[src/rtl/fqg_pkg.sv]
package fqg_pkg;

	localparam int MaxQuadPoints = 16;
	localparam int MaxBasis = 16;
	localparam int QuadW = $clog2(MaxQuadPoints);
	localparam int BasisW = $clog2(MaxBasis);
	localparam int CountW = $clog2(MaxBasis + 1);
	localparam int AccW = 70;
	localparam int NumAcc = 6;
	localparam int AccIdxW = 3;

	localparam logic [1:0] OP_LOAD_BASIS = 2'd0;
	localparam logic [1:0] OP_LOAD_DERIV = 2'd1;
	localparam logic [1:0] OP_LOAD_COORD = 2'd2;
	localparam logic [1:0] OP_COMPUTE = 2'd3;

	localparam logic [2:0] KIND_POINT = 3'd0;
	localparam logic [2:0] KIND_JROW0 = 3'd1;
	localparam logic [2:0] KIND_JROW1 = 3'd2;
	localparam logic [2:0] KIND_IROW0 = 3'd3;
	localparam logic [2:0] KIND_IROW1 = 3'd4;
	localparam logic [2:0] KIND_DET = 3'd5;
	localparam logic [2:0] KIND_GRAD = 3'd6;

	localparam logic REG_NUM_BASIS = 1'b0;
	localparam logic REG_MIN_DET = 1'b1;

	typedef struct packed {
		logic [1:0] opcode;
		logic [3:0] quad_index;
		logic [3:0] basis_index;
		logic axis;
		logic signed [31:0] load_value;
	} cmd_t;

	typedef struct packed {
		logic [3:0] out_quad_index;
		logic [3:0] out_basis_index;
		logic [2:0] kind;
		logic signed [31:0] value_a;
		logic signed [31:0] value_b;
		logic bad_det;
		logic last;
	} res_t;

	typedef struct packed {
		logic clear;
		logic issue;
		logic sub;
		logic [AccIdxW-1:0] dest;
	} mac_ctl_t;

	typedef enum logic [4:0] {
		S_IDLE, S_RD0, S_RD1, S_RD2, S_MAC, S_FLUSH, S_JL,
		S_DET0, S_DET1, S_DFL, S_DETL, S_DIV, S_DIVW, S_HDR,
		S_GRD0, S_GRD1, S_GRD2, S_GMAC, S_GFL, S_GOUT
	} state_t;

	function automatic logic signed [31:0] round_sat(input logic signed [AccW-1:0] a);
		logic signed [AccW-1:0] t;
		t = a + AccW'(32768);
		t = t >>> 16;
		if (t > 70'sd2147483647)
			return 32'sh7fffffff;
		else if (t < -70'sd2147483648)
			return 32'sh80000000;
		else
			return t[31:0];
	endfunction

endpackage

[src/rtl/fqg_mac.sv]
module fqg_mac
	import fqg_pkg::*;
(
	input logic clk,
	input logic arst_n,
	input mac_ctl_t ctl,
	input logic signed [31:0] op_a,
	input logic signed [31:0] op_b,
	output logic signed [31:0] rnd [NumAcc]
);

	logic signed [63:0] prod_s1;
	logic pv_s1;
	logic sub_s1;
	logic [AccIdxW-1:0] dest_s1;
	logic signed [AccW-1:0] acc_q [NumAcc];
	logic signed [AccW-1:0] term;

	always_ff @(posedge clk or negedge arst_n) begin
		if (!arst_n)
			pv_s1 <= 1'b0;
		else
			pv_s1 <= ctl.issue;
	end

	always_ff @(posedge clk) begin
		prod_s1 <= op_a * op_b;
		sub_s1 <= ctl.sub;
		dest_s1 <= ctl.dest;
	end

	assign term = sub_s1 ? -AccW'(prod_s1) : AccW'(prod_s1);

	always_ff @(posedge clk) begin
		for (int k = 0; k < NumAcc; k++) begin
			if (ctl.clear)
				acc_q[k] <= '0;
			else if (pv_s1 && dest_s1 == AccIdxW'(k))
				acc_q[k] <= acc_q[k] + term;
		end
	end

	always_comb begin
		for (int k = 0; k < NumAcc; k++)
			rnd[k] = round_sat(acc_q[k]);
	end

endmodule

[config.mk]
export PLATFORM = sky130hd
export DESIGN_NAME = fqg_mac
export DESIGN_NICKNAME = d
export VERILOG_FILES = /design/src/rtl/fqg_pkg.sv /design/src/rtl/fqg_mac.sv
export SDC_FILE = /design/constraint.sdc
export NUM_CORES = 2
export LEC_CHECK = 0
export CELL_PAD_IN_SITES_DETAIL_PLACEMENT = 0
export CELL_PAD_IN_SITES_GLOBAL_PLACEMENT = 1
export CORE_UTILIZATION = 47
export CTS_BUF_LIST = sky130_fd_sc_hd__clkbuf_8 sky130_fd_sc_hd__clkbuf_16
export DETAILED_ROUTE_END_ITERATION = 10
export DONT_BUFFER_PORTS = 1
export PLACE_DENSITY = 0.9
export SYNTH_ARGS = -nofsm -noshare
export SYNTH_HDL_FRONTEND = slang
export SYNTH_SLANG_ARGS = --single-unit
[constraint.sdc]
create_clock -name clk -period 5.5 [get_ports clk]
set_input_delay 1.1 -clock clk [delete_from_list [all_inputs] [get_ports clk]]
set_output_delay 1.1 -clock clk [all_outputs]
set_load 0.02 [all_outputs]
=== After elaboration in Yosys (flattened, before gate mapping) ===
Memory sizes are Yosys's and may differ from the RTL's.
Cells that the tools add are included.

* Bits in registers: 69
* Bits in writable memories: 420
* Input bits: 72
* Output and inout port bits: 192
* Memories: 1

* Add/subtract/negate cells: 13
* $mul: 1
* $lt $le $gt $ge: 12
* Equality and inequality tests: 5
* Mux-type cells: 39
* Bitwise operators: 6
* Reductions and logical operators: 7

{| class="wikitable"
|+ Memory list
! name !! depth !! width !! read ports !! clocked after memory_dff !! write ports !! RTL line !! text
|-
| acc_q || 6 || 70 || 6 || 0 || 6 || fqg_mac.sv:16 || <nowiki>logic signed [AccW-1:0] acc_q [NumAcc];</nowiki>
|}

{| class="wikitable"
|+ Operators with widths
! cell !! number
|-
| 70-bit two-way mux || 7
|-
| 70-bit by 17-bit adder with 70-bit output (second input constant) || 6
|-
| 70-bit adder || 6
|-
| 32-bit two-way mux || 12
|-
| 54-bit by 32-bit > comparator with 1-bit output (second input constant) || 6
|-
| 54-bit by 32-bit < comparator with 1-bit output (second input constant) || 6
|-
| 64-bit negation with 70-bit output || 1
|-
| 32-bit by 32-bit multiplier with 64-bit output || 1
|-
| 1-bit two-way mux || 20
|-
| 3-bit by 2-bit equality test with 1-bit output (second input constant) || 2
|-
| 3-bit equality test (second input constant) || 2
|-
| 1-bit logical AND || 6
|-
| 1-bit bitwise OR || 6
|-
| 3-bit by 1-bit equality test with 1-bit output (second input constant) || 1
|-
| 3-bit logical NOT || 1
|}

=== Depth between registers and ports, before layout ===
* Word-level depth: 6
* Depth in mapped cells: 31
* Gate-level depth less buffers: 30

=== Worst setup path before layout ===
No wires, ideal clock.

* Kind: input to register
* Start point: in op_a[31]
* End point: reg prod_s1[63]
* Setup time: 121 ps
* Data arrival time: 9023 ps
* Setup slack: -3643 ps
* Stages: 30
* Path through: clkbuf_1 -> nand2_1 -> inv_1 -> fa_1 -> inv_1 -> fa_1 -> inv_1 -> fa_1 -> inv_1 -> fa_1 -> inv_1 -> fa_1 -> fa_1 -> fa_1 -> inv_1 -> fa_1 -> inv_1 -> ha_1 -> clkbuf_1 -> a21o_1 -> a221o_1 -> a211oi_1 -> o21ai_1 -> a21o_1 -> a221o_1 -> a31oi_2 -> o31ai_1 -> a2111oi_0 -> o21bai_1 -> xnor2_1

* Cells in the longest elaborated chain, start to end: 1

{| class="wikitable"
|+ Ends and longest elaborated chain
! item !! RTL line !! text
|-
| start: declaration || fqg_mac.sv:7 || <nowiki>input logic signed [31:0] op_a,</nowiki>
|-
| 32-bit by 32-bit multiplier with 64-bit output || fqg_mac.sv:27 || <nowiki>prod_s1 <= op_a * op_b;</nowiki>
|-
| end signal: assignment || fqg_mac.sv:27 ||
|-
| end: declaration || fqg_mac.sv:12 || <nowiki>logic signed [63:0] prod_s1;</nowiki>
|}

No other way between the ends.

=== Worst setup path after layout ===
* Start point: in op_b[4]
* End point: reg prod_s1[63]

* Cells in the longest elaborated chain, start to end: 1

{| class="wikitable"
|+ Ends and longest elaborated chain
! item !! RTL line !! text
|-
| start: declaration || fqg_mac.sv:8 || <nowiki>input logic signed [31:0] op_b,</nowiki>
|-
| 32-bit by 32-bit multiplier with 64-bit output || fqg_mac.sv:27 ||
|}

No other way between the ends.

==> impl_metrics.toml <==
[synthesis]
syn_area_mm2 = 0.0853
synthTopCellsByCount = "1245 x inv_1, 1088 x fa_1, 944 x nand2_1"
synth_top_area_share_pct = 25.5
synthArstFlopShare_pct = 0.204
netlist_instances = 9962
yosysWarnings = 0
syn-num-nets = 11700
synth-seq-cells = 489
synth_area_leader_cell = "fa_1"
synth-main-ff-cell = "edfxtp_1"
synthDistinctLibCells = 95
ys_seq_area_share_pct = 16.4
netlist_top_cells_area = "fa_1 26%, edfxtp_1 15%, ha_1 8.9%"
synth_area_per_cell_um2 = 8.57
synth_edf_count = 420
yosysMostFrequentCell = "inv_1"

[floorplanning]
dieWidth_um = 428
die_y_um = 428
dieArea_mm2 = 0.183
rows = 156
core-area_mm2 = 0.181
start_util_pct = 47.3
num_io_pins = 264

[clock_network]
clkTransAtPathRegs_ns = 0.06
clock_path_buffers = 3
cts_hold_buf = 0
cts-root-buf = "clkbuf_16"
cts_tree = "yes"
h-tree-depth = 2
clock-sinks = 489
numCtsBuffers = 60
clock_latency_ns = 0.68

[run]
drv_cap = 0

[sta]
fin_setup_tns_ns = -101.02
tightestPinTransition_ns = 1.15
setup_viol_count_final = 179
timing.final.max_slew_violations = 0
whs_ns = 0.118
skew_ns = 0.0306
fmax_mhz = 125
hold_viol_final = 0
rsz0062_at_grt = "yes"
maxSlewHeadroom_pct = 23.0
timing.final.ws_setup_ns = -2.50
fin_crit_sh_pct = 146
finalCriticalPeriod_ns = 8.00

[global_route]
overflow = 0
grt_pass1_wl_mm = 474
grtUsageTotal_pct = 33.0
grt_pass1_vias = 82900
grt_antenna_before_repair = 10
grt_max_degree = 71

[drt]
dr.pass1.iters = 8
drt_wl_total_mm = 310
antenna_left = 0
drt_iter0_drc = 7366
vias_per_cell = 5.82
drc = 0
detail_route.wl_per_cell_um = 22.3
dr_total_vias = 80800

[setup_path]
arrival_ns = 8.60
r2r_slack_ns = -0.42
crit_top_cell = "fa_1"
critical_path.max_stage_delay_ns = 0.57
startpoint_type = "primary input"
path_max_fanout = 32
r2r_start = "prod_s1[14]$_DFF_P_"
required_ns = 6.09
reg2reg_depth = 23
critPathSlowestCell = "fa_1"
path_class = "in -> reg"
worst_setup_path_end_kind = "flip-flop"
r2r_end = "acc_q[5][68]$_SDFFCE_PN0P_"

[placement]
placedCellCount = 13500
place.gp.congestion = 0.993
port_buffers = 0
dp_hpwl_mm = 236

[cells_and_area]
drive_gt1_share_pct = 25.3
areaGrowthSynthToFinish_pct = 29.3
finalNetCount = 13200
fin_util_pct = 61.1
fin_cells = 13900

[outcome]
outcome = "complete, but fails checks"
violations = "setup timing"

[hold_path]
hold_path.class = "in -> async"
-- sequential cells by signal, indices dropped and copies added, names as in the netlist --
signal and count:
acc_q 420, prod_s1 64, pv_s1 1, sub_s1 1, dest_s1 3
-- how the worst max path moves through the flow --
stage	startpoint	to	slack, ns	depth (start not counted)
CTS	op_a[31]	prod_s1[63]$_DFF_P_	-2.39	29
finish	op_b[4]	prod_s1[63]$_DFF_P_	-2.50	27
global placement	op_b[4]	prod_s1[63]$_DFF_P_	-3.19	27
global route	op_b[4]	prod_s1[63]$_DFF_P_	-2.73	29
floorplan	op_a[31]	prod_s1[63]$_DFF_P_	-3.20	29
detailed placement	op_b[4]	prod_s1[63]$_DFF_P_	-3.28	27
-- per-layer routing --
metal | wire length, um | vias up | GRT usage [%]
met3 | 28300 | 782 | 6.08
met2 | 139000 | 3796 | 52.9
met1 | 121000 | 39800 | 42.0
li1 | - | 36300 | -
met4 | 21000 | 4 | 18.7
met5 | 92 | - | 0
-- per-stage QoR --
stage / setup WS, ns / cell area [um^2]
after floorplan: -3.20 / 86400
after global placement: -3.19 / 100000
after detailed placement: -3.28 / 100000
after CTS: -2.39 / 108000
after global routing: -2.73 / 110000
final: -2.50 / 110000
-- cell families after synthesis --
group	synth area share (%)
multiplexers	0.292
XOR/XNOR	7.27
adder cells (fa/ha/maj)	34.4
AO/OA/AOI/OAI	14.7
flip-flops	16.4
AND/OR/NAND/NOR	19.5
buffers and inverters	7.48
-- cell usage in the layout (no fill, tap or decap), types with 26 or more instances in the layout --
cell type	netlist	layout
fa_1	1088	1041
xnor2_2	0	50
and4_1	48	45
a21oi_1	558	429
and3_1	128	118
inv_2	0	64
o21a_1	71	69
inv_1	1245	1186
buf_6	3	206
buf_4	0	1597
xor2_1	310	307
fa_2	0	47
ha_4	0	94
and2_1	578	545
o31ai_1	49	26
nor2b_1	70	67
nor2_2	2	29
a21oi_4	0	28
nor3_1	130	95
a21o_1	345	342
nand2b_1	111	104
nand4_1	163	163
a31oi_1	75	47
clkbuf_16	0	63
nand3_1	247	229
o21ai_0	486	327
buf_12	0	71
dfxtp_1	68	65
xnor2_1	398	330
nor3_2	0	27
nor2_1	756	716
o21ai_2	2	60
edfxtp_1	420	420
o21bai_1	86	82
ha_1	605	503
nand2_1	944	900
a21oi_2	0	101
o21ai_1	48	133
and2_4	0	32
-- worst max-delay path: cells and delay by family --
| kind | cells | cell delay [ns] |
|---|---|---|
| compound gates | 11 | 2.39 |
| xor+xnor | 1 | 0.21 |
| fa+ha+maj | 9 | 4.33 |
| buf+inv | 5 | 0.40 |
| simple gates | 1 | 0.15 |
-- area by class of cell --
cell class	count	area [um^2]
timing repair buffer	1881	15800
sequential	489	14000
inverter	1245	4690
antenna	3	7.51
clock inverter	45	375
fill	14900	70200
multi-input combinational	7786	70900
clock buffer	67	1630
tap	2370	2970
-- what timing repair did --
item                                    in CTS  in global routing
setup buffers                              249                149
pin swaps                                  573                455
cloned                                       2                  0
endpoints found under the setup margin     392                420
resized for setup                          975                385
Power is not shown: default switching activity piles up to over one toggle a cycle in this logic, so the estimate is an artifact.
