**src/rtl/fqg_pkg.sv**
```systemverilog
package fqg_pkg;

	localparam int MaxQuadPoints = 16;
	localparam int MaxBasis = 16;
	localparam int QuadW = $clog2(MaxQuadPoints);
	localparam int BasisW = $clog2(MaxBasis);
	localparam int CountW = $clog2(MaxBasis + 1);
	localparam int AccW = 70;
	localparam int NumAcc = 6;
	localparam int AccIdxW = 3;

	localparam logic [1:0] OP_LOAD_BASIS = 2'd0;
	localparam logic [1:0] OP_LOAD_DERIV = 2'd1;
	localparam logic [1:0] OP_LOAD_COORD = 2'd2;
	localparam logic [1:0] OP_COMPUTE = 2'd3;

	localparam logic [2:0] KIND_POINT = 3'd0;
	localparam logic [2:0] KIND_JROW0 = 3'd1;
	localparam logic [2:0] KIND_JROW1 = 3'd2;
	localparam logic [2:0] KIND_IROW0 = 3'd3;
	localparam logic [2:0] KIND_IROW1 = 3'd4;
	localparam logic [2:0] KIND_DET = 3'd5;
	localparam logic [2:0] KIND_GRAD = 3'd6;

	localparam logic REG_NUM_BASIS = 1'b0;
	localparam logic REG_MIN_DET = 1'b1;

	typedef struct packed {
		logic [1:0] opcode;
		logic [3:0] quad_index;
		logic [3:0] basis_index;
		logic axis;
		logic signed [31:0] load_value;
	} cmd_t;

	typedef struct packed {
		logic [3:0] out_quad_index;
		logic [3:0] out_basis_index;
		logic [2:0] kind;
		logic signed [31:0] value_a;
		logic signed [31:0] value_b;
		logic bad_det;
		logic last;
	} res_t;

	typedef struct packed {
		logic clear;
		logic issue;
		logic sub;
		logic [AccIdxW-1:0] dest;
	} mac_ctl_t;

	typedef enum logic [4:0] {
		S_IDLE, S_RD0, S_RD1, S_RD2, S_MAC, S_FLUSH, S_JL,
		S_DET0, S_DET1, S_DFL, S_DETL, S_DIV, S_DIVW, S_HDR,
		S_GRD0, S_GRD1, S_GRD2, S_GMAC, S_GFL, S_GOUT
	} state_t;

	function automatic logic signed [31:0] round_sat(input logic signed [AccW-1:0] a);
		logic signed [AccW-1:0] t;
		t = a + AccW'(32768);
		t = t >>> 16;
		if (t > 70'sd2147483647)
			return 32'sh7fffffff;
		else if (t < -70'sd2147483648)
			return 32'sh80000000;
		else
			return t[31:0];
	endfunction

endpackage

```
**src/rtl/fqg_div.sv**
```systemverilog
module fqg_div
	import fqg_pkg::*;
(
	input logic clk,
	input logic arst_n,
	input logic start,
	input logic signed [32:0] cof,
	input logic signed [31:0] den,
	output logic done,
	output logic signed [31:0] quo
);

	logic [47:0] num_q;
	logic [47:0] quo_q;
	logic [31:0] den_q;
	logic [32:0] rem_q;
	logic [5:0] cnt_q;
	logic run_q;
	logic done_q;
	logic neg_q;
	logic zero_q;
	logic [32:0] cof_mag;
	logic [32:0] trial;
	logic fits;

	assign cof_mag = cof[32] ? 33'(-cof) : 33'(cof);
	assign trial = {rem_q[31:0], num_q[47]};
	assign fits = trial >= {1'b0, den_q};

	always_ff @(posedge clk or negedge arst_n) begin
		if (!arst_n) begin
			run_q <= 1'b0;
			done_q <= 1'b0;
			cnt_q <= '0;
		end else begin
			done_q <= 1'b0;
			if (start) begin
				run_q <= 1'b1;
				cnt_q <= 6'd47;
			end else if (run_q) begin
				cnt_q <= cnt_q - 6'd1;
				if (cnt_q == '0) begin
					run_q <= 1'b0;
					done_q <= 1'b1;
				end
			end
		end
	end

	always_ff @(posedge clk) begin
		if (start) begin
			num_q <= {cof_mag[31:0], 16'd0};
			den_q <= den[31] ? 32'(-den) : 32'(den);
			rem_q <= '0;
			quo_q <= '0;
			neg_q <= cof[32] ^ den[31];
			zero_q <= den == '0;
		end else if (run_q) begin
			rem_q <= fits ? trial - {1'b0, den_q} : trial;
			quo_q <= {quo_q[46:0], fits};
			num_q <= {num_q[46:0], 1'b0};
		end
	end

	// Magnitudes are divided, so the quotient truncates toward zero.
	always_comb begin
		if (zero_q)
			quo = '0;
		else if (!neg_q)
			quo = (quo_q > 48'h7fffffff) ? 32'sh7fffffff : quo_q[31:0];
		else
			quo = (quo_q > 48'h80000000) ? 32'sh80000000 : -quo_q[31:0];
	end

	assign done = done_q;

endmodule

```
**config.mk**
```make
export PLATFORM = sky130hd
export DESIGN_NAME = fqg_div
export DESIGN_NICKNAME = d
export VERILOG_FILES = /design/src/rtl/fqg_pkg.sv /design/src/rtl/fqg_div.sv
export SDC_FILE = /design/constraint.sdc
export NUM_CORES = 1
export LEC_CHECK = 0
export BUFFER_PORTS_ARGS = -buffer_cell sky130_fd_sc_hd__buf_4
export CAP_MARGIN = 15
export CORE_MARGIN = 5
export CORE_UTILIZATION = 40
export DETAILED_ROUTE_END_ITERATION = 10
export PLACE_DENSITY = 0.57
export SYNTH_ARGS = -nofsm -noshare
export SYNTH_HDL_FRONTEND = slang
export SYNTH_SLANG_ARGS = --single-unit
```
**constraint.sdc**
```tcl
create_clock -name clk -period 9.1 [get_ports clk]
set_clock_uncertainty 0.2 [all_clocks]
set_input_delay 2.73 -clock clk [delete_from_list [all_inputs] [get_ports clk]]
set_output_delay 2.73 -clock clk [all_outputs]
set_load 0.05 [all_outputs]
```
* After elaboration in Yosys (flattened, before gate mapping)
Cells that the tools add are included.
Word-level totals: logic and storage cells 39, bits in registers 154, input port bits 68, output and inout bits 33
Operators by class: $lt $le $gt $ge 3, reduce and logical (&&, ||, !) cells 3, multiplexer cells 17, bitwise logic cells 1, add/subtract/negate cells 5
Operators with widths (number):
- two-way mux 32 bit | 6
- two-way mux 48 bit | 2
- negator 32 bit | 3
- greater-than comparator 48 x 31 -> 1 bit (second input constant) | 1
- greater-than comparator 48 x 32 -> 1 bit (second input constant) | 1
- >= comparator 33 x 32 -> 1 bit | 1
- logical NOT 32 bit | 1
- subtractor 32 bit | 1
- two-way mux 31 bit | 1
- two-way mux 6 bit | 2
- logical NOT 6 bit | 1
- two-way mux 1 bit | 6
- subtractor 6 x 1 -> 6 bit (second input constant) | 1
- nonzero test 2 bit | 1
- bitwise XOR 1 bit | 1

* Longest topological paths before layout
Gate-level depths: netlist of the first run.
word-level depth 4, depth in mapped cells 14, gate-level depth less buffers 13

* Worst setup path before layout of the first run
No wires, ideal clock.
path kind register to output, from reg quo_q[1], to out quo[20], stages on the path, launching flop included 14, arrival time 3993 ps, buffers on the path 1, required time 6170 ps, path slack 2177 ps, cell sequence dfxtp_1 -> inv_1 -> ha_1 -> or3b_1 -> or3_1 -> nor3_1 -> and3_1 -> nand4_1 -> or3_1 -> o21a_1 -> o21ai_1 -> nand2b_1 -> clkbuf_1 -> a311oi_1
Between the ends: word-level cells in the longest chain between the ends 4, elaborated cells on any way between the ends 7, classes of those cells 1 x add/sub; 2 x order compare; 4 x mux
RTL lines:
- from (decl) | line fqg_div.sv:14 | logic [47:0] quo_q;
- from (signal assigned) | line fqg_div.sv:60 | quo_q <= {quo_q[46:0], fits};
- greater-than comparator 48 x 31 -> 1 bit, or another cell as far along | line fqg_div.sv:70 | quo = (quo_q > 48'h7fffffff) ? 32'sh7fffffff : quo_q[31:0];
- two-way mux 32 bit, on equally long branches | line fqg_div.sv:70, fqg_div.sv:72
- two-way mux 32 bit (*) | line fqg_div.sv:69 | else if (!neg_q)
- two-way mux 32 bit (*) | line fqg_div.sv:67 | if (zero_q)
- to (decl) | line fqg_div.sv:10 | output logic signed [31:0] quo
Mark *: on every way between the ends. The rest lies on a longest branch, timed or not.

* Worst setup path after layout of the first run
from reg quo_q[1], to out quo[5]
The elaborated chain is that of the path after synthesis.

==> flow_metrics.tcl, run 1 <==
set metrics [dict create \
    cp.required_ps 6170 \
    cap_viol_max_count 0 \
    wl_per_cell_um 14.93 \
    async_flop_share_pct 5.195 \
    hp-class "register to register" \
    arrival_ps 4090 \
    r2r-start "den_q[3]" \
    initial_utilization_pct 40.59 \
    ios 101 \
    outcome "completed" \
    syn_avg_cell_area_um2 8.687 \
    yosys.area.top_type "edfxtp_1" \
    yosysWarnings 0 \
    hpwl_um 15910 \
    cts_setup_buffers 0 \
    synthToLayoutAreaGrowth_pct 15.59 \
    dieArea_um2 27840 \
    antenna_found_initial 0 \
    grt_start_max_net_pins 109 \
    grt_pass1_vias 7801 \
    cts_tree "done" \
    peakVddDrop_mv 0.09913 \
    fin_crit_sh_pct 77.09 \
    slew_headroom_pct 27.92 \
    worst_pin_slew_ps 1081 \
    synth-main-ff-cell "dfxtp_1" \
    r2r_cells 12 \
    vias 8131 \
    synth_fp_nets 1239 \
    rr_endpoint "rem_q[31]" \
    crit_path_end_kind "primary output" \
    drtAntennaViolNets 0 \
    final_area_um2 11380 \
    netlist_instances 1133 \
    rrSetupSlack_ps 4620 \
    path_max_fanout 27 \
    die_h_um 166.9 \
    fin_nets 1299 \
    rsz0062_at_grt "false" \
    die_w_um 166.9 \
    synth_edf_count 66 \
    hold_path.startpoint "rem_q[21]" \
    critPathCapture "quo[5]" \
    finalSetupViolCount 0 \
    fmax_ghz 0.1426 \
    worstSetupPathType "register to primary output" \
    tns_ps 0 \
    cts_buffer_depth 2 \
    gp_congestion 0.8848 \
    rows 57 \
    yosys_register_bits 154 \
    leakagePower_uw 0.004959 \
    vias_per_cell 5.314 \
    yosysTopAreaCellShare_pct 20.14 \
    drv_slew 0 \
    powerDensity_nw_per_um2 229.4 \
    clkTransAtPathRegs_ps 70 \
    core-area_um2 24250 \
    drive_gt1_share_pct 12.77 \
    place_area_um2 10810 \
    clk_latency_ps 420 \
    cts_sinks 154 \
    yosys-top-cells-area "edfxtp_1 (20%), dfxtp_1 (16%), mux2i_1 (6.7%), nor2_1 (6.4%), ha_1 (4.7%)" \
    port_buffers 100 \
    syn-cell-area_um2 9842 \
    route.detailed.drc 0 \
    critPathLaunch "quo_q[1]" \
    cts_resized 0 \
    hold_viol 0 \
    track_usage_pct 16.23 \
    grt_pass1_wl_um 38320 \
    cts_buffers 17 \
    diodes 0 \
    worstSetupStartpointType "register" \
    postCtsHoldBufs 0 \
    cts_root_buf "clkbuf_16" \
    min_period_ps 7015 \
    dr.pass1.iters 5 \
    htreeDepth 4 \
    first_iter_violations 368 \
    grt_overflow_total 0 \
    drt_wl_total_um 22850 \
    yosysSeqAreaShare_pct 38.44 \
    yosysUniqueCellTypes 64 \
]
## cells by family after synthesis
logic type               Yosys count  share of synthesized area (%)
AND/OR/NAND/NOR                  375                          18.05
AO/OA/AOI/OAI                    283                          18.62
flip-flops                       154                          38.44
buffers and inverters            122                          4.704
XOR/XNOR                          91                          8.098
multiplexers                      70                          7.170
adder cells (fa/ha/maj)           38                          4.907
## flip-flops by register name (all words and copies together) (netlist names)
name    flops
run_q       1
rem_q      32
quo_q      48
zero_q      1
done        1
cnt_q       6
num_q      32
den_q      32
neg_q       1
## cell type report
cell class	instances	area, µm²
well taps	324	405.4
multi-input cells	857	5609
clock inverters	14	120.1
inverters	56	210.2
fillers	2380	12870
flip-flops and latches	154	3787
clock buffers	18	429.2
repair buffers	107	814.5
## power by group
part | internal (µW) | total, µW | switching, µW
Clock | 377 | 671 | 294
Combinational | 443 | 1070 | 629
Sequential | 814 | 867 | 52.7
## worst min path at each step
stage / endpoint / cells past startpoint / slack, ps
detailed placement: rem_q[8] / 2 / 290
CTS: rem_q[8] / 2 / 300
finish: rem_q[21] / 2 / 300
global placement: quo_q[47] / 2 / 280
floorplan: rem_q[31] / 2 / 260
global route: rem_q[9] / 2 / 330
## cell usage after synthesis (37+ instances only)
library cell / instances
edfxtp_1: 66
clkbuf_1: 60
xnor2_1: 45
inv_1: 56
dfxtp_1: 80
o21ai_0: 41
xor2_1: 46
mux2i_1: 66
ha_1: 37
nand2_1: 72
nor2_1: 167
a21oi_1: 81
## worst max-delay path: stages, from the launching register on
cell      delay [ps]
dfxtp_1          340
inv_1             90
ha_1             200
or3b_1           410
or3_1            370
nor3_1           220
and3_1           240
nand4_1          160
or3_1            370
o21a_1           180
o21ai_1          130
nand2b_1         160
buf_8            210
a311oi_1         310
buf_4            270
## routing by layer
metal	up-vias	part of all wire (%)	wire length, µm	global-route usage, %
met5	-	0	0	0
met4	0	1.8	415	5.336
met3	25	3.9	897	3.152
met2	151	46	10420	26.15
met1	3734	49	11120	21.99
li1	4221	-	-	-
## stage by stage
stage	cells	setup WS, ps	util (%)	hold slack (ps)	power [µW]
final	1530	2085	46.91	296.6	2610
after global routing	1530	1789	46.91	331.2	2796
after CTS	1529	1581	46.85	297.8	2632
after detailed placement	1497	2051	44.59	286.5	1947
after global placement	1497	2113	44.59	278.9	1945
after floorplan	1133	2177	-	257.1	1704
## layout by cell type, fill, tap and decap left out, types with 5 or more instances in the layout
| cell type | n |
|---|---|
| buf_4 | 105 |
| nor3_1 | 21 |
| inv_1 | 56 |
| o22ai_1 | 7 |
| a31oi_1 | 16 |
| mux2i_1 | 66 |
| o31ai_1 | 19 |
| xor2_1 | 46 |
| o21ai_0 | 41 |
| a22oi_1 | 8 |
| or4_1 | 8 |
| dfxtp_1 | 80 |
| clkbuf_16 | 17 |
| and3_1 | 8 |
| a21o_1 | 22 |
| and2_1 | 5 |
| o21ai_1 | 8 |
| nand3_1 | 14 |
| xnor2_1 | 45 |
| a211oi_1 | 21 |
| nand4_1 | 9 |
| dfrtp_1 | 7 |
| nand2b_1 | 12 |
| o211ai_1 | 7 |
| a21oi_1 | 81 |
| o41ai_1 | 5 |
| ha_1 | 37 |
| nand2_1 | 72 |
| o21bai_1 | 6 |
| a311oi_1 | 22 |
| nor4_1 | 13 |
| edfxtp_1 | 66 |
| nor2_1 | 167 |
| or3_1 | 20 |
No activity file was read; power rests on OpenSTA's default activity.
==> run 2: changes to the inputs <==
--- a/config.mk
+++ b/config.mk
@@ -10,7 +10,7 @@
 export CORE_MARGIN = 5
 export CORE_UTILIZATION = 40
 export DETAILED_ROUTE_END_ITERATION = 10
-export PLACE_DENSITY = 0.57
+export PLACE_DENSITY = 0.59
 export SYNTH_ARGS = -nofsm -noshare
 export SYNTH_HDL_FRONTEND = slang
 export SYNTH_SLANG_ARGS = --single-unit
==> constraint.sdc (replaced) <==
create_clock -name clk -period 6.28 [get_ports clk]
set_clock_uncertainty 0.2 [all_clocks]
set_input_delay 1.884 -clock clk [delete_from_list [all_inputs] [get_ports clk]]
set_output_delay 1.884 -clock clk [all_outputs]
set_load 0.05 [all_outputs]
==> run 2 against run 1 <==
  * Routed wire length increased by 0.88%
  * Die area unchanged
  * First-iteration DRC count increased by 11%
  * Worst hold slack improved by 0.87 ps
  * Utilization increased by 0.74 points
  * Combinational power increased by 49%
  * Critical path type unchanged
==> flow_metrics.tcl, run 2 (synthesis gave the netlist of run 1 again) <==
set metrics [dict create \
    worst_pin_slew_ps 1182 \
    initial_utilization_pct 40.59 \
    grt_start_max_net_pins 95 \
    cts_root_buf "clkbuf_16" \
    rows 57 \
    drtAntennaViolNets 0 \
    p_int_uw 2498 \
    largest_reg_flops 48 \
    timing.hold.ws_ps 297.5 \
    die_h_um 166.9 \
    hold_end "rem_q[8]" \
    ios 101 \
    core-area_um2 24250 \
    wl_per_cell_um 15.03 \
    cts_buffer_depth 2 \
    cpPeakStageDelay_ps 420 \
    gp_congestion 0.8739 \
    met2_usage_pct 27.46 \
    outcome "completed" \
    cp_num_buf_inv 3 \
    grt_pass1_wl_um 39140 \
    finalSetupViolCount 0 \
    grtUsageMet1_pct 22.52 \
    clkTransAtPathRegs_ps 60 \
    fmax_ghz 0.1628 \
    hold_viol 0 \
    cap_viol_max_count 0 \
    r2r-start "den_q[3]" \
    p_comb_share_pct 40.4 \
    p_seq_share_pct 32.1 \
    fin_util_pct 47.66 \
    num-fill-cells 2411 \
    cts_sinks 154 \
    peakVddDrop_mv 0.1726 \
    worstSetupPathType "register to primary output" \
    grt_pass1_vias 7930 \
    switching_share_pct 36.55 \
    htreeDepth 4 \
    cp.required_ps 4200 \
    clkPwrFrac_pct 27.6 \
    clk_latency_ps 420 \
    drv_slew 0 \
    slew_headroom_pct 20.89 \
    diodes 0 \
    worstSetupStartpointType "register" \
    arrival_ps 4060 \
    powerDensity_nw_per_um2 340.7 \
    min_period_ps 6142 \
    grt_overflow_total 0 \
    cpMostUsedCell "buf_4" \
    crit_path_end_kind "primary output" \
    dr.pass1.iters 4 \
    cp_top_family "simple AND/OR/NAND/NOR gates" \
    switching_power_uw 1439 \
    port_buffers 100 \
    dieArea_um2 27840 \
    grt-busiest-layer "met2" \
    critical_path.slowest_cell "or3b_4" \
    die_w_um 166.9 \
    hp-class "register to register" \
    path_max_fanout 15 \
    vias 8265 \
    cts_tree "done" \
    drt_wl_total_um 23050 \
    rsz0062_at_grt "true" \
    first_iter_violations 410 \
    hold_path.startpoint "rem_q[8]" \
    final_cell_mix "nor2_1 (167), buf_4 (107), a21oi_1 (81)" \
    drive_gt1_share_pct 13.98 \
    rrSetupSlack_ps 1790 \
    hold_depth 2 \
    crit_chain "inv_1 > ha_1 > or3b_4 > or3_1 > nor3_1 > and3_1 > nand4_1 > or3_4 > o21a_1 > o21ai_1 > nand2b_1 > buf_4 > a311oi_1 > buf_4" \
    cts_buffers 17 \
    grtUsageMet3_pct 3.342 \
    leakagePower_uw 0.005016 \
    rr_endpoint "rem_q[31]" \
    synthToLayoutAreaGrowth_pct 17.42 \
    layout_commonest_cell "nor2_1" \
    vias_per_cell 5.391 \
    r2r_cells 12 \
    fin_crit_sh_pct 97.81 \
    route.detailed.drc 0 \
    track_usage_pct 16.57 \
    hpwl_um 16030 \
    top_register "quo_q" \
    critPathLaunch "quo_q[1]" \
    fin_nets 1302 \
    antenna_found_initial 0 \
]
## run 2: area by class of cell
class                      count  area (µm²)  area share (%)
sequential                   154        3787           32.77
timing repair buffer         110       837.1           7.243
tap                          324       405.4           3.508
inverter                      56       210.2           1.819
clock buffer                  20       457.9           3.963
clock inverter                12       158.9           1.375
multi-input combinational    857        5699           49.32
## run 2: what timing repair did
item / CTS / global route
gates resized for setup: 0 / 16
setup buffers: 0 / 1
hold buffers: 0 / 0
setup endpoints to repair: 0 / 13
## run 2: worst max-delay path by stage
stage / endpoint / slack [ps] / cells past startpoint
after floorplan: quo[20] / 200 / 13
after global placement: quo[6] / 690 / 14
after detailed placement: quo[6] / 630 / 14
after CTS: quo[6] / 140 / 14
after global routing: quo[7] / -6 / 14
final: quo[7] / 140 / 14
## run 2: per-layer routing
metal,up-vias,routed length [µm]
met4,0,178
met1,3907,11290
met3,15,615
met2,111,10970
li1,4232,-
met5,-,0
## run 2: power groups by stage
stage | clock network (µW) | registers (µW) | logic (µW)
global route | 1160 | 1280 | 1770
floorplan | 0 | 1260 | 1210
finish | 1090 | 1260 | 1590
CTS | 1110 | 1260 | 1550
detailed placement | 0 | 1280 | 1540
global placement | 0 | 1280 | 1530
## run 2: through the flow
step | setup WS (ps) | total power, µW | cells | setup TNS (ps) | cell area, µm²
finish | 137.8 | 3937 | 1533 | 0 | 11560
global route | -5.839 | 4210 | 1533 | -5.839 | 11560
CTS | 140.7 | 3925 | 1532 | 0 | 11450
detailed placement | 626.6 | 2819 | 1500 | 0 | 10830
global placement | 692.3 | 2809 | 1500 | 0 | 10830
floorplan | 202.8 | 2469 | 1133 | 0 | 9842
## run 2: worst register-to-register path: cells and delay by family (launching register included)
kind	cells	cell delay (ps)
AOI/OAI and AO/OA	9	2720
adders and majority gates	1	340
buffers and inverters	1	50
DFF	1	340
and+or+nand+nor	1	760
==> run 3: changes to the inputs <==
--- a/config.mk
+++ b/config.mk
@@ -10,7 +10,7 @@
 export CORE_MARGIN = 5
 export CORE_UTILIZATION = 40
 export DETAILED_ROUTE_END_ITERATION = 10
-export PLACE_DENSITY = 0.59
+export GPL_ROUTABILITY_DRIVEN = 0
 export SYNTH_ARGS = -nofsm -noshare
 export SYNTH_HDL_FRONTEND = slang
 export SYNTH_SLANG_ARGS = --single-unit
==> run 3 against run 2 <==
  * Via count down 0.45%
  * Cell count about the same
  * Sequential share of layout area up 0.078 points
==> flow_metrics.tcl, run 3 (synthesis gave the netlist of run 1 again) <==
set metrics [dict create \
    antenna_found_initial 0 \
    clk_latency_ps 420 \
    critical_path.slowest_cell "or3b_4" \
    cts_root_buf "clkbuf_16" \
    hp-class "register to register" \
    rows 57 \
    cp_top_family "simple AND/OR/NAND/NOR gates" \
    ios 101 \
    cts_tree "done" \
    track_usage_pct 16.45 \
    route.detailed.drc 0 \
    peakVddDrop_mv 0.1420 \
    finalWorstSetupSlack_ps 204.9 \
    min_period_ps 6075 \
    arrival_ps 3990 \
    p_total_uw 3908 \
    fin_nets 1301 \
    dieArea_um2 27840 \
    cts_sinks 154 \
    leakagePower_uw 0.005015 \
    wl_per_cell_um 15.14 \
    num-fill-cells 2371 \
    core-area_um2 24250 \
    die_h_um 166.9 \
    drt_wl_total_um 23190 \
    hold_viol 0 \
    slew_headroom_pct 28.15 \
    grt_pass1_vias 7796 \
    fin_util_pct 47.54 \
    worst_pin_slew_ps 1069 \
    fin_crit_sh_pct 96.74 \
    vias_per_cell 5.371 \
    cp_num_buf_inv 3 \
    drtAntennaViolNets 0 \
    layout_commonest_cell "nor2_1" \
    cpPeakStageDelay_ps 420 \
    path_max_fanout 14 \
    port_buffers 100 \
    cts_buffer_depth 2 \
    dr.pass1.iters 4 \
    synthToLayoutAreaGrowth_pct 17.14 \
    grt_pass1_wl_um 38910 \
    cpMostUsedCell "buf_4" \
    final_area_um2 11530 \
    place_area_um2 10830 \
    pre_cts_ws_ps 611.5 \
    final_cell_mix "nor2_1 (167), buf_4 (105), a21oi_1 (81)" \
    crit_path_end_kind "primary output" \
    drive_gt1_share_pct 14.16 \
    worstSetupPathType "register to primary output" \
    finalSetupViolCount 0 \
    largest_reg_flops 48 \
    vias 8228 \
    htreeDepth 4 \
    crit_chain "inv_1 > ha_1 > or3b_4 > or3_4 > nor3_2 > and3_4 > nand4_1 > or3_1 > o21a_1 > o21ai_1 > nand2b_1 > buf_4 > a311oi_2 > buf_4" \
    diodes 0 \
    outcome "completed" \
    cp.required_ps 4200 \
    die_w_um 166.9 \
    drv_slew 0 \
    initial_utilization_pct 40.59 \
    tns_ps 0 \
    cts_buffers 17 \
    cap_viol_max_count 0 \
    grt_start_max_net_pins 89 \
    fmax_ghz 0.1646 \
    clkTransAtPathRegs_ps 70 \
    top_register "quo_q" \
    cts_setup_buffers 0 \
    first_iter_violations 470 \
    powerDensity_nw_per_um2 339.0 \
    grt_overflow_total 0 \
    worstSetupStartpointType "register" \
    hpwl_um 16320 \
]
-- run 3: cell count changes in the layout (fill, tap and decap cells not counted), moves of 2 or more --
cell,previous run,this run
bufinv_16,3,1
clkbuf_1,2,0
a311oi_2,8,6
buf_4,107,105
a311oi_1,13,15
inv_8,0,3
inv_6,4,7
-- run 3: final timing paths --
check                          from         to  slack (ps)  cells after the start
hold reg to reg            rem_q[8]   rem_q[8]         300                      2
min in group asynchronous    arst_n   cnt_q[2]        1070                      1
setup reg to reg           den_q[3]  rem_q[27]        1680                     12
hold / removal             rem_q[8]   rem_q[8]         300                      2
setup / recovery           quo_q[1]     quo[4]         200                     14
max in group asynchronous    arst_n      run_q        4660                      1
-- run 3: worst min-delay path, delay by kind of cell, from the launching register on --
kind | cells | cell delay [ps]
AND/OR/NAND/NOR | 1 | 70
AO/OA/AOI/OAI | 1 | 60
flip-flops | 1 | 330
-- run 3: area by class of cell --
| cell class | count | area, µm² | area share [%] |
|---|---|---|---|
| Clock buffer | 19 | 464.2 | 4.026 |
| Clock inverter | 13 | 140.1 | 1.216 |
| Inverter | 56 | 210.2 | 1.823 |
| Multi-Input combinational cell | 857 | 5688 | 49.34 |
| Sequential cell | 154 | 3787 | 32.85 |
| Tap cell | 324 | 405.4 | 3.516 |
| Timing Repair Buffer | 109 | 833.3 | 7.228 |
-- run 3: layer usage --
layer | vias up | part of all wire [%] | track usage (%)
met5 | - | 0 | 0
met3 | 18 | 3.6 | 2.749
met2 | 145 | 47 | 27.42
li1 | 4238 | - | -
met4 | 0 | 0.98 | 3.842
met1 | 3827 | 48 | 22.44
-- run 3: metrics by stage --
step	std cells	hold WS (ps)
after floorplan	1133	257.1
after global placement	1500	274.3
after detailed placement	1500	288.8
after CTS	1532	303.5
after global routing	1532	330.3
final	1532	300.4
-- run 3: what timing repair did --
item / in CTS / in global routing
gates resized for setup: 0 / 16
endpoints found under the setup margin: 0 / 21
hold buffers: 0 / 0
-- run 3: power by group --
| group | internal (µW) | switching, µW |
|---|---|---|
| combinational | 661 | 922 |
| sequential | 1180 | 84.2 |
| clock | 599 | 463 |
